<file path="config.mk">
export PLATFORM = sky130hd
export DESIGN_NAME = can_rx_acceptance_filter_unit
export DESIGN_NICKNAME = d
export VERILOG_FILES = /design/src/hdl/cra_pkg.sv /design/src/hdl/cra_ctrl.sv /design/src/hdl/cra_datapath.sv /design/src/hdl/can_rx_acceptance_filter_unit.sv
export SDC_FILE = /design/constraint.sdc
export NUM_CORES = 1
export LEC_CHECK = 0
export BUFFER_PORTS_ARGS = -buffer_cell sky130_fd_sc_hd__buf_4
export CAP_MARGIN = 0
export CORE_MARGIN = 10
export CORE_UTILIZATION = 53
export DETAILED_ROUTE_END_ITERATION = 7
export HOLD_SLACK_MARGIN = 0.06
export PLACE_DENSITY = 0.71
export SLEW_MARGIN = 20
export SYNTH_ARGS = -nofsm -noshare
export SYNTH_HDL_FRONTEND = slang
export SYNTH_SLANG_ARGS = --single-unit
</file>
<file path="constraint.sdc">
create_clock -name i_clk -period 16.8 [get_ports i_clk]
set_input_delay 2.52 -clock i_clk [delete_from_list [all_inputs] [get_ports i_clk]]
set_output_delay 2.52 -clock i_clk [all_outputs]
set_load 0.05 [all_outputs]
</file>
<file path="src/hdl/cra_pkg.sv">
package cra_pkg;

    // default table geometry
    localparam int TABLE_ENTRIES = 32;
    localparam int HW_FILTERS    = 14;

    // field widths
    localparam int ID_W    = 11;
    localparam int IDX_W   = 5;
    localparam int SIZE_W  = 6;
    localparam int HWIDX_W = 8;
    localparam int DLC_W   = 4;
    localparam int DATA_W  = 64;
    localparam int WORD_W  = 32;
    // wide enough for any table size and for the hardware index
    localparam int CNT_W   = 9;

    localparam logic [SIZE_W-1:0] RX_SIZE_RESET = SIZE_W'(32);
    localparam int                ID_SHIFT      = 21;
    localparam logic [WORD_W-1:0] MASK_RESET    = 32'h0000_FFFF;
    localparam logic [WORD_W-1:0] BIT_RTR       = 32'h0000_0002;
    localparam logic [WORD_W-1:0] BIT_IDE       = 32'h0000_0004;

    typedef enum logic [1:0] {
        ST_OK       = 2'd0,
        ST_ILLEGAL  = 2'd1,
        ST_OVERRUN  = 2'd2,
        ST_NOMATCH  = 2'd3
    } t_status;

    typedef enum logic {
        OP_CONFIG = 1'b0,
        OP_FRAME  = 1'b1
    } t_opcode;

    typedef enum logic [2:0] {
        RES_OK,
        RES_ILLEGAL,
        RES_OVERRUN,
        RES_NOMATCH,
        RES_DELIVER
    } t_res;

    // stored part of a filter entry, the fixed bits are rebuilt on read
    typedef struct packed {
        logic [ID_W-1:0] id;
        logic [ID_W-1:0] mask;
        logic            rtr;
    } t_ent;

    typedef struct packed {
        logic load;
        logic cfg_wr;
        logic idx_init;
        logic idx_step;
        logic rd;
        logic res_load;
        t_res res;
    } t_cmd;

    typedef struct packed {
        logic is_cfg;
        logic cfg_ok;
        logic overrun;
        logic hw_mode;
        logic hw_ok;
        logic hit;
        logic hit_cfg;
        logic last;
        logic out_free;
    } t_sts;

    // masked compare of a frame word against one entry; an unwritten
    // entry acts as its reset contents
    function automatic logic entry_hit(logic [WORD_W-1:0] word, t_ent e, logic vld);
        logic [WORD_W-1:0] ident;
        logic [WORD_W-1:0] mask;
        if (vld) begin
            ident = (WORD_W'(e.id) << ID_SHIFT) | (e.rtr ? BIT_RTR : '0);
            mask  = (WORD_W'(e.mask) << ID_SHIFT) | BIT_RTR | BIT_IDE;
        end else begin
            ident = '0;
            mask  = MASK_RESET;
        end
        return ((word ^ ident) & mask) == '0;
    endfunction

endpackage

</file>
<file path="src/hdl/cra_ctrl.sv">
module cra_ctrl (
    input  logic          i_clk,
    input  logic          i_rst_n,
    input  logic          i_in_valid,
    output logic          o_in_ready,
    input  cra_pkg::t_sts i_sts,
    output cra_pkg::t_cmd o_cmd
);

    typedef enum logic [1:0] {
        S_IDLE,
        S_EVAL,
        S_READ,
        S_CHECK
    } t_state;

    t_state r_state;
    t_state n_state;

    always_ff @(posedge i_clk) begin
        if (!i_rst_n) begin
            r_state <= S_IDLE;
        end else begin
            r_state <= n_state;
        end
    end

    assign o_in_ready = (r_state == S_IDLE);

    always_comb begin
        n_state = r_state;
        o_cmd   = '0;
        unique case (r_state)
            S_IDLE: begin
                if (i_in_valid) begin
                    o_cmd.load = 1'b1;
                    n_state    = S_EVAL;
                end
            end
            S_EVAL: begin
                if (i_sts.is_cfg) begin
                    if (i_sts.out_free) begin
                        o_cmd.cfg_wr   = i_sts.cfg_ok;
                        o_cmd.res_load = 1'b1;
                        o_cmd.res      = i_sts.cfg_ok ? cra_pkg::RES_OK : cra_pkg::RES_ILLEGAL;
                        n_state        = S_IDLE;
                    end
                end else if (i_sts.overrun) begin
                    if (i_sts.out_free) begin
                        o_cmd.res_load = 1'b1;
                        o_cmd.res      = cra_pkg::RES_OVERRUN;
                        n_state        = S_IDLE;
                    end
                end else if (i_sts.hw_mode && !i_sts.hw_ok) begin
                    if (i_sts.out_free) begin
                        o_cmd.res_load = 1'b1;
                        o_cmd.res      = cra_pkg::RES_NOMATCH;
                        n_state        = S_IDLE;
                    end
                end else begin
                    o_cmd.idx_init = 1'b1;
                    n_state        = S_READ;
                end
            end
            S_READ: begin
                o_cmd.rd = 1'b1;
                n_state  = S_CHECK;
            end
            S_CHECK: begin
                if (i_sts.hit) begin
                    if (i_sts.out_free) begin
                        o_cmd.res_load = 1'b1;
                        o_cmd.res      = i_sts.hit_cfg ? cra_pkg::RES_DELIVER
                                                       : cra_pkg::RES_NOMATCH;
                        n_state        = S_IDLE;
                    end
                end else if (i_sts.hw_mode || i_sts.last) begin
                    if (i_sts.out_free) begin
                        o_cmd.res_load = 1'b1;
                        o_cmd.res      = cra_pkg::RES_NOMATCH;
                        n_state        = S_IDLE;
                    end
                end else begin
                    o_cmd.idx_step = 1'b1;
                    n_state        = S_READ;
                end
            end
            default: begin
                n_state = S_IDLE;
            end
        endcase
    end

endmodule

</file>
<file path="src/hdl/cra_datapath.sv">
module cra_datapath #(
    parameter int TABLE_ENTRIES = cra_pkg::TABLE_ENTRIES,
    parameter int HW_FILTERS    = cra_pkg::HW_FILTERS
) (
    input  logic                         i_clk,
    input  logic                         i_rst_n,
    input  logic                         i_cfg_wr_en,
    input  logic [cra_pkg::SIZE_W-1:0]   i_cfg_wr_data,
    input  logic                         i_opcode,
    input  logic [cra_pkg::IDX_W-1:0]    i_entry_index,
    input  logic [cra_pkg::ID_W-1:0]     i_entry_ident,
    input  logic [cra_pkg::ID_W-1:0]     i_entry_mask,
    input  logic                         i_entry_rtr,
    input  logic [cra_pkg::WORD_W-1:0]   i_frame_word,
    input  logic [cra_pkg::DLC_W-1:0]    i_frame_dlc,
    input  logic [cra_pkg::DATA_W-1:0]   i_frame_data,
    input  logic [cra_pkg::HWIDX_W-1:0]  i_hw_filter_index,
    input  logic                         i_rx_overrun,
    input  cra_pkg::t_cmd                i_cmd,
    output cra_pkg::t_sts                o_sts,
    output logic                         o_out_valid,
    input  logic                         i_out_ready,
    output logic [1:0]                   o_status,
    output logic                         o_delivered,
    output logic [cra_pkg::IDX_W-1:0]    o_matched_entry,
    output logic [cra_pkg::DLC_W-1:0]    o_out_dlc,
    output logic [cra_pkg::DATA_W-1:0]   o_out_data
);

    localparam int IW = (TABLE_ENTRIES > 1) ? $clog2(TABLE_ENTRIES) : 1;
    localparam int CW = cra_pkg::CNT_W;

    // size register
    logic [cra_pkg::SIZE_W-1:0] r_rx_size;

    // captured item
    logic                         r_opcode;
    logic [cra_pkg::IDX_W-1:0]    r_eidx;
    logic [cra_pkg::ID_W-1:0]     r_eid;
    logic [cra_pkg::ID_W-1:0]     r_emask;
    logic                         r_ertr;
    logic [cra_pkg::WORD_W-1:0]   r_word;
    logic [cra_pkg::DLC_W-1:0]    r_dlc;
    logic [cra_pkg::DATA_W-1:0]   r_data;
    logic [cra_pkg::HWIDX_W-1:0]  r_hwidx;
    logic                         r_ovr;

    // filter table and its written flags
    cra_pkg::t_ent              r_mem [TABLE_ENTRIES];
    logic [TABLE_ENTRIES-1:0]   r_vld;
    cra_pkg::t_ent              r_rd_ent;
    logic                       r_rd_vld;
    logic [IW-1:0]              r_idx;

    // result register
    logic                         r_out_valid;
    cra_pkg::t_status             r_status;
    logic                         r_delivered;
    logic [cra_pkg::IDX_W-1:0]    r_matched;
    logic [cra_pkg::DLC_W-1:0]    r_out_dlc;
    logic [cra_pkg::DATA_W-1:0]   r_out_data;

    logic [CW-1:0]  act_size;
    logic [CW-1:0]  eidx_w;
    logic [CW-1:0]  hwidx_w;
    logic [CW-1:0]  idx_w;
    logic [IW-1:0]  waddr;
    logic [IW-1:0]  hwaddr;
    logic           res_deliver;

    assign act_size = (CW'(r_rx_size) > CW'(TABLE_ENTRIES)) ? CW'(TABLE_ENTRIES)
                                                           : CW'(r_rx_size);
    assign eidx_w   = CW'(r_eidx);
    assign hwidx_w  = CW'(r_hwidx);
    assign idx_w    = CW'(r_idx);
    assign waddr    = eidx_w[IW-1:0];
    assign hwaddr   = hwidx_w[IW-1:0];

    assign res_deliver = (i_cmd.res == cra_pkg::RES_DELIVER);

    always_comb begin
        o_sts.is_cfg   = (r_opcode == cra_pkg::OP_CONFIG);
        o_sts.cfg_ok   = (eidx_w < act_size);
        o_sts.overrun  = r_ovr;
        o_sts.hw_mode  = (act_size <= CW'(HW_FILTERS));
        o_sts.hw_ok    = (hwidx_w < act_size);
        o_sts.hit      = cra_pkg::entry_hit(r_word, r_rd_ent, r_rd_vld);
        o_sts.hit_cfg  = r_rd_vld;
        o_sts.last     = ((idx_w + CW'(1)) >= act_size);
        o_sts.out_free = !r_out_valid || i_out_ready;
    end

    always_ff @(posedge i_clk) begin
        if (!i_rst_n) begin
            r_rx_size   <= cra_pkg::RX_SIZE_RESET;
            r_vld       <= '0;
            r_out_valid <= 1'b0;
        end else begin
            if (i_cfg_wr_en) begin
                r_rx_size <= i_cfg_wr_data;
            end
            if (i_cmd.cfg_wr) begin
                r_vld[waddr] <= 1'b1;
            end
            if (i_cmd.res_load) begin
                r_out_valid <= 1'b1;
            end else if (i_out_ready) begin
                r_out_valid <= 1'b0;
            end
        end
    end

    // item capture
    always_ff @(posedge i_clk) begin
        if (i_cmd.load) begin
            r_opcode <= i_opcode;
            r_eidx   <= i_entry_index;
            r_eid    <= i_entry_ident;
            r_emask  <= i_entry_mask;
            r_ertr   <= i_entry_rtr;
            r_word   <= i_frame_word;
            r_dlc    <= i_frame_dlc;
            r_data   <= i_frame_data;
            r_hwidx  <= i_hw_filter_index;
            r_ovr    <= i_rx_overrun;
        end
    end

    // table memory, one write and one registered read port
    always_ff @(posedge i_clk) begin
        if (i_cmd.cfg_wr) begin
            r_mem[waddr] <= '{id: r_eid, mask: r_emask, rtr: r_ertr};
        end
        if (i_cmd.rd) begin
            r_rd_ent <= r_mem[r_idx];
            r_rd_vld <= r_vld[r_idx];
        end
    end

    // entry pointer
    always_ff @(posedge i_clk) begin
        if (i_cmd.idx_init) begin
            r_idx <= o_sts.hw_mode ? hwaddr : '0;
        end else if (i_cmd.idx_step) begin
            r_idx <= r_idx + IW'(1);
        end
    end

    // result status and payload, the payload zero unless the frame is delivered
    always_ff @(posedge i_clk) begin
        if (i_cmd.res_load) begin
            unique case (i_cmd.res)
                cra_pkg::RES_OK:      r_status <= cra_pkg::ST_OK;
                cra_pkg::RES_ILLEGAL: r_status <= cra_pkg::ST_ILLEGAL;
                cra_pkg::RES_OVERRUN: r_status <= cra_pkg::ST_OVERRUN;
                cra_pkg::RES_DELIVER: r_status <= cra_pkg::ST_OK;
                default:              r_status <= cra_pkg::ST_NOMATCH;
            endcase
            r_delivered <= res_deliver;
            r_matched   <= res_deliver ? idx_w[cra_pkg::IDX_W-1:0] : '0;
            r_out_dlc   <= res_deliver ? r_dlc : '0;
            r_out_data  <= res_deliver ? r_data : '0;
        end
    end

    assign o_out_valid     = r_out_valid;
    assign o_status        = r_status;
    assign o_delivered     = r_delivered;
    assign o_matched_entry = r_matched;
    assign o_out_dlc       = r_out_dlc;
    assign o_out_data      = r_out_data;

endmodule

</file>
<file path="src/hdl/can_rx_acceptance_filter_unit.sv">
// can receive acceptance filter for 11-bit standard identifiers. a configure
// beat (opcode 0) programs filter entry entry_index with identifier, compare
// mask and rtr expectation, answered with status ok or illegal argument when
// the index is not below the active size (min of rx_size and TABLE_ENTRIES).
// a frame beat (opcode 1) is dropped with status overrun if rx_overrun is set;
// otherwise, when the active size is at most HW_FILTERS only the entry at
// hw_filter_index is checked, else entries are searched from 0 upward and the
// first masked match decides. the frame is delivered (delivered=1, dlc and
// data passed on) only if that entry has been configured; every other result
// has status no-match and zeroed payload. one result beat per input beat.
// configure and overrun beats, and a hardware-index frame whose index is not
// below the active size, are answered without a table read; any other frame
// reads and then compares one entry at a time (its one hardware-index entry,
// or up to the active size when searched), since the table memory has a
// single registered read port. evaluation waits while an earlier result is
// still held in the output register; that register lets the next beat be
// taken while a result waits. unwritten entries behave as their reset
// contents (ident 0, mask 0xffff) through per-entry written flags, so there
// is no clearing pass after reset. rx_size never alters entries. the user
// must write rx_size only while the block is idle; this is not enforced.
module can_rx_acceptance_filter_unit #(
    parameter int TABLE_ENTRIES = cra_pkg::TABLE_ENTRIES,
    parameter int HW_FILTERS    = cra_pkg::HW_FILTERS
) (
    input  logic                         i_clk,
    input  logic                         i_rst_n,
    // rx_size register write
    input  logic                         i_cfg_wr_en,
    input  logic [cra_pkg::SIZE_W-1:0]   i_cfg_wr_data,
    // input beat
    input  logic                         i_in_valid,
    output logic                         o_in_ready,
    input  logic                         i_opcode,
    input  logic [cra_pkg::IDX_W-1:0]    i_entry_index,
    input  logic [cra_pkg::ID_W-1:0]     i_entry_ident,
    input  logic [cra_pkg::ID_W-1:0]     i_entry_mask,
    input  logic                         i_entry_rtr,
    input  logic [cra_pkg::WORD_W-1:0]   i_frame_word,
    input  logic [cra_pkg::DLC_W-1:0]    i_frame_dlc,
    input  logic [cra_pkg::DATA_W-1:0]   i_frame_data,
    input  logic [cra_pkg::HWIDX_W-1:0]  i_hw_filter_index,
    input  logic                         i_rx_overrun,
    // result beat
    output logic                         o_out_valid,
    input  logic                         i_out_ready,
    output logic [1:0]                   o_status,
    output logic                         o_delivered,
    output logic [cra_pkg::IDX_W-1:0]    o_matched_entry,
    output logic [cra_pkg::DLC_W-1:0]    o_out_dlc,
    output logic [cra_pkg::DATA_W-1:0]   o_out_data
);

    cra_pkg::t_cmd cmd;
    cra_pkg::t_sts sts;

    // sequencer: capture, evaluate, then read/compare entries one at a time
    cra_ctrl u_ctrl (
        .i_clk      (i_clk),
        .i_rst_n    (i_rst_n),
        .i_in_valid (i_in_valid),
        .o_in_ready (o_in_ready),
        .i_sts      (sts),
        .o_cmd      (cmd)
    );

    // item registers, filter table, compare and result register
    cra_datapath #(
        .TABLE_ENTRIES (TABLE_ENTRIES),
        .HW_FILTERS    (HW_FILTERS)
    ) u_datapath (
        .i_clk             (i_clk),
        .i_rst_n           (i_rst_n),
        .i_cfg_wr_en       (i_cfg_wr_en),
        .i_cfg_wr_data     (i_cfg_wr_data),
        .i_opcode          (i_opcode),
        .i_entry_index     (i_entry_index),
        .i_entry_ident     (i_entry_ident),
        .i_entry_mask      (i_entry_mask),
        .i_entry_rtr       (i_entry_rtr),
        .i_frame_word      (i_frame_word),
        .i_frame_dlc       (i_frame_dlc),
        .i_frame_data      (i_frame_data),
        .i_hw_filter_index (i_hw_filter_index),
        .i_rx_overrun      (i_rx_overrun),
        .i_cmd             (cmd),
        .o_sts             (sts),
        .o_out_valid       (o_out_valid),
        .i_out_ready       (i_out_ready),
        .o_status          (o_status),
        .o_delivered       (o_delivered),
        .o_matched_entry   (o_matched_entry),
        .o_out_dlc         (o_out_dlc),
        .o_out_data        (o_out_data)
    );

`ifndef ASSERT_OFF
    // a result is never loaded over one that is still waiting
    a_no_overwrite: assert property (@(posedge i_clk) disable iff (!i_rst_n)
        cmd.res_load |-> (!o_out_valid || i_out_ready))
        else $error("result register overwritten");

    // a delivery always reports status ok
    a_deliver_ok: assert property (@(posedge i_clk) disable iff (!i_rst_n)
        (o_out_valid && o_delivered) |-> (o_status == cra_pkg::ST_OK))
        else $error("delivery with bad status");

    // results that are not deliveries carry a zeroed payload
    a_zero_payload: assert property (@(posedge i_clk) disable iff (!i_rst_n)
        (o_out_valid && !o_delivered) |->
            (o_matched_entry == '0 && o_out_dlc == '0 && o_out_data == '0))
        else $error("payload not cleared");

    // after taking a beat the block is not ready again in the following cycle
    a_busy_after_accept: assert property (@(posedge i_clk) disable iff (!i_rst_n)
        (i_in_valid && o_in_ready) |=> !o_in_ready)
        else $error("accepted beats back to back");
`endif

endmodule

</file>
# [Yosys cells after proc, flatten, opt, wreduce, memory -nomap -nowiden]
# Memories as Yosys holds them, arrays and structs flattened. A register that Yosys moved wholly into a read port is not among the register bits.
# Cells that the tools add are included.
[op_classes] n_addsub=2 n_mul=0 n_div=0 order_cmp=8 eq_ne=7 shift=0 mux=48 bitwise_logic=4 n_reduce_logical=12
[ops] cell="$mux W32" n=2
[ops] cell="$or A32 B32 Y32" n=2
[ops] cell="$mux W4" n=9
[ops] cell="$and A32 B32 Y32" n=1
[ops] cell="$logic_not A32 Y1" n=1
[ops] cell="$xor A32 B32 Y32" n=1
[ops] cell="$mux W1" n=18
[ops] cell="$mux W2" n=9
[ops] cell="$mux W5" n=3
[ops] cell="$lt A5 B6 Y1 const B" n=2
[ops] cell="$ge A9 B9 Y1" n=1
[ops] cell="$le A9 B4 Y1 const B" n=1
[ops] cell="$lt A5 B9 Y1" n=1
[ops] cell="$lt A8 B9 Y1" n=1
[ops] cell="$pmux W2 S4" n=1
[ops] cell="$pmux W4 S2" n=1
[ops] cell="$add A5 B1 Y6 const B" n=1
[ops] cell="$gt A6 B6 Y1 const B" n=1
[ops] cell="$mux W6" n=1
[ops] cell="$pmux W2 S3" n=1
[ops] cell="$add A5 B1 Y5 const B" n=1
[ops] cell="$bmux W1 S5" n=1
[ops] cell="$demux W1 S5" n=1
[ops] cell="$ge A5 B1 Y1 const B" n=1
[ops] cell="other kinds (14)" n=19
[totals] register_bits=261 latchBits=0 mem_bits_rw=736 mem_bits_ro=0 inputBits=149 output_inout_bits=78 elab_cells=103 memories=1
[memory_table] name="u_datapath.r_mem" words=32 word_bits=23 read_ports=1 rd_clocked_by_memory_dff=1 wr=1 line="cra_datapath.sv:49" text="cra_pkg::t_ent r_mem [TABLE_ENTRIES];"

# [Depth between registers and ports, before layout]
[depth] ltp_word=12 ltp_mapped=13 ltp_nobuf=9

# [By module]
# A second synthesis with hierarchy kept.
[hier_totals] hier_cells=1971 area_unflattened_um2=38295.5
[by_module_without_submodules] mod="cra_datapath" instances=1 cells_per_inst=1939 area_per_inst_um2=38059.0 seq_area_each_um2=30028.8
[by_module_without_submodules] mod="cra_ctrl" instances=1 cells_per_inst=32 area_per_inst_um2=236.5 seq_area_each_um2=40.0

# [Least setup slack after synthesis]
# No wires, ideal clock.
[synth_timing] path_kind="input to register" from="in i_out_ready" to="reg u_datapath.r_delivered (netlist: u_datapath.o_delivered), enable pin" setup_time_ns=0.511 arrival_ns=6.087 required_ns=16.289 setup_slack_ns=10.203 stages=4 n_path_buf=0 cell_sequence="nor2b_1 -> nor2b_1 -> nand2_1 -> nor2_1"
[synth_lines] element="start: declaration" line="can_rx_acceptance_filter_unit.sv:45" text="input logic i_out_ready,"
[synth_lines] element="end signal: assignment" line="cra_datapath.sv:159" text="r_delivered <= res_deliver;"
[synth_lines] element="end: declaration" line="cra_datapath.sv:58" text="logic r_delivered;"

==> metrics <==
status completed; Root Driver clkbuf_16; Setup crit start kind flop; design area about 45,000 µm²; Worst EP required between 15 and 20 ns; final RePlAce weighted congestion 0.789; P_leak 14.9 nW; Avg Synthesized Cell Area 20.0 µm²; Initial Util 53.6%; first-pass GRT wire length ~130,000 µm; final worst slack 12.29 ns; H-tree levels 3; min cycle time layout 4.51 ns; DIE WIDTH 290 µm; number of CTS-inserted buffers 99; ANT nets after route 0; synth unique cells 49; drt wl/cell 27.2 µm; fmax 222 MHz; DP HPWL slightly below 50,000 µm; register area share after synthesis 78.0%; Worst-path clk slew 0.06 ns; pin count of the biggest net entering global routing 128; final design utilization a little over 60%; CP endpoint kind flop; Tightest Pin Transition 1.15 ns; count of flip-flops with a built-in enable after synthesis 974; fill count 4,937; fin crit share 26.8%; Hold WC Path Type flop to flop; post-synthesis cell area roughly 39,000 µm²; syn nets between 2k and 2.5k; RSZ-0062 raised after global routing no; endpoints failing hold 0; Ant. Diodes 0; # IOs 227; family with the most delay on the worst path buffers and inverters; post-cts sizing count 0; First DRT Iteration DRCs about 2.1k; Mapped Cells 1,928; critical path class flop to flop; count of final setup violators 0; Area Growth Syn to Fin 15.7%; clock sinks 1,015; GRT Residual Overflow 0; FF+latch count, synth 1,015; GRT Overall Usage 20.6%; Core Area roughly 70,000 µm²; die height between 200 and 300 µm; setup bufs post-CTS 0; worst stage delay on the critical path 0.94 ns; final-stage net count 2,362; setup total negative slack 0 ns; # rows 98; ys flop type edfxtp_1; Vias 19.5k; Setup Skew approximately 0.029 ns; DR pass1 iterations 5; WHS 0.463 ns; critical path's most frequent cell buf_4; initial antenna violation count 0; VDD IR max 0.000122 V; CP max stage cell buf_4; Routed WL 87,800 µm; I/O Buffers ~220; Clock Tree Buf Depth 3; Final Max Tran Viols 0; critical path peak fanout roughly 130; Reg area 30,100 µm²; die area 83,900 µm²; Post-CTS Hold Buffers 0; Placement Cell Area 41,400 µm²; max_cap viols 0; commonest non-fill, non-tap cell in the layout edfxtp_1; Synth warnings 0; DRC Markers 0; ys async rst share 0%; commonest non-fill, non-tap cells in the layout edfxtp_1, buf_4, mux2i_1; slew margin rel. 23.5%; vias per std cell between 6 and 7; critical path cell sequence buf_4, buf_12, buf_4, mux4_2, mux2_2, o221ai_1, o31ai_1; crit path DAT 4.88 ns; clock latency on the worst-skew pair 0.66 ns; CTS tree yes; area of the multi-input gates 8050 µm²; crit path buf inv count 3; Place WS 11.73 ns; vias in the first global route between 15k and 20k; share of cells above drive strength 1 27.7%; P per Cell Area 118 nW/µm²
layer usage:
layer	global-route usage (%)	vias up	part of all wire, %
met3	4.20	165	8.2
met5	0	-	0
met1	28.7	10100	42
met4	7.27	0	3.4
li1	-	8418	-
met2	32.1	853	47
cells by family (layout without fill, tap and decap cells):
logic type,after synthesis,after routing,share of synthesized area (%)
flip-flops,1015,1015,78.0
multiplexers,293,293,11.7
AO/OA/AOI/OAI,259,259,4.84
AND/OR/NAND/NOR,221,221,3.21
buffers and inverters,109,460,1.43
adder cells (fa/ha/maj),16,16,0.519
XOR/XNOR,15,15,0.341
registers in the layout, indices dropped and copies added, names as in the netlist, 2 cells and up:
register,cells
u_datapath.o_matched_entry,5
u_datapath.r_vld,32
u_datapath.r_mem,736
u_datapath.r_data,64
u_datapath.o_out_dlc,4
u_datapath.r_rd_ent,23
u_datapath.r_idx,5
u_datapath.r_word,27
u_datapath.r_eid,11
u_datapath.r_hwidx,8
u_ctrl.r_state,2
u_datapath.o_status,2
u_datapath.r_eidx,5
u_datapath.o_out_data,64
u_datapath.r_rx_size,6
u_datapath.r_dlc,4
u_datapath.r_emask,11
synthesized netlist by cell type (18+ instances only):
cell type,count,area (µm²)
o221ai_1,72,631
o31ai_1,25,188
edfxtp_1,974,29200
nand2_1,18,67.6
nor2_1,41,154
a21oi_1,29,145
clkbuf_1,53,199
and2_1,76,475
mux2_2,48,541
nor2b_1,34,213
a21boi_0,24,180
o22ai_1,25,156
buf_2,23,115
dfxtp_1,41,821
mux4_2,120,2700
o21ai_0,32,160
mux2i_1,125,1250
o21a_1,32,240
through the flow:
step	total power, W	instances
global placement	0.00315	3046
finish	0.00528	3229
global route	0.00543	3229
CTS	0.00532	3229
floorplan	0.00306	1928
detailed placement	0.00316	3046
report_power, final:
| part | switching [W] | internal (W) | leakage [nW] |
|---|---|---|---|
| Combinational | 0.000140 | 0.0000789 | 4.14 |
| Sequential | 0.0000484 | 0.00284 | 9.18 |
| Clock | 0.000915 | 0.00127 | 1.59 |
| Total | 0.00110 | 0.00418 | 14.9 |
path summary, 6_finish.rpt:
kind / endpoint / slack, ns / depth (start not counted) / start
worst min-delay path: u_datapath.r_vld[18]$_SDFFE_PN0P_ / 0.46 / 1 / u_datapath.r_vld[18]$_SDFFE_PN0P_
worst max-delay path: u_datapath.r_rd_ent[13]$_DFFE_PN_ / 12.29 / 7 / u_datapath.r_idx[0]$_DFFE_PP_
worst min register to register: u_datapath.r_vld[18]$_SDFFE_PN0P_ / 0.46 / 1 / u_datapath.r_vld[18]$_SDFFE_PN0P_
worst max register to register: u_datapath.r_rd_ent[13]$_DFFE_PN_ / 12.29 / 7 / u_datapath.r_idx[0]$_DFFE_PP_
worst reg2reg max path, stage by stage (launching register included):
cell,delay (ns)
edfxtp_1,0.32
buf_4,0.73
buf_12,0.63
buf_4,1.28
mux4_2,0.65
mux2_2,0.28
o221ai_1,0.22
o31ai_1,0.13
layout make-up:
cell class / instances / area share [%]
clock inverters: 62 / 1.27
inverters: 6 / 0.0505
multi-input cells: 804 / 18.0
well taps: 950 / 2.66
flip-flops and latches: 1015 / 67.4
repair buffers: 271 / 4.59
clock buffers: 121 / 5.97
Power figures use the tool's default switching activity.
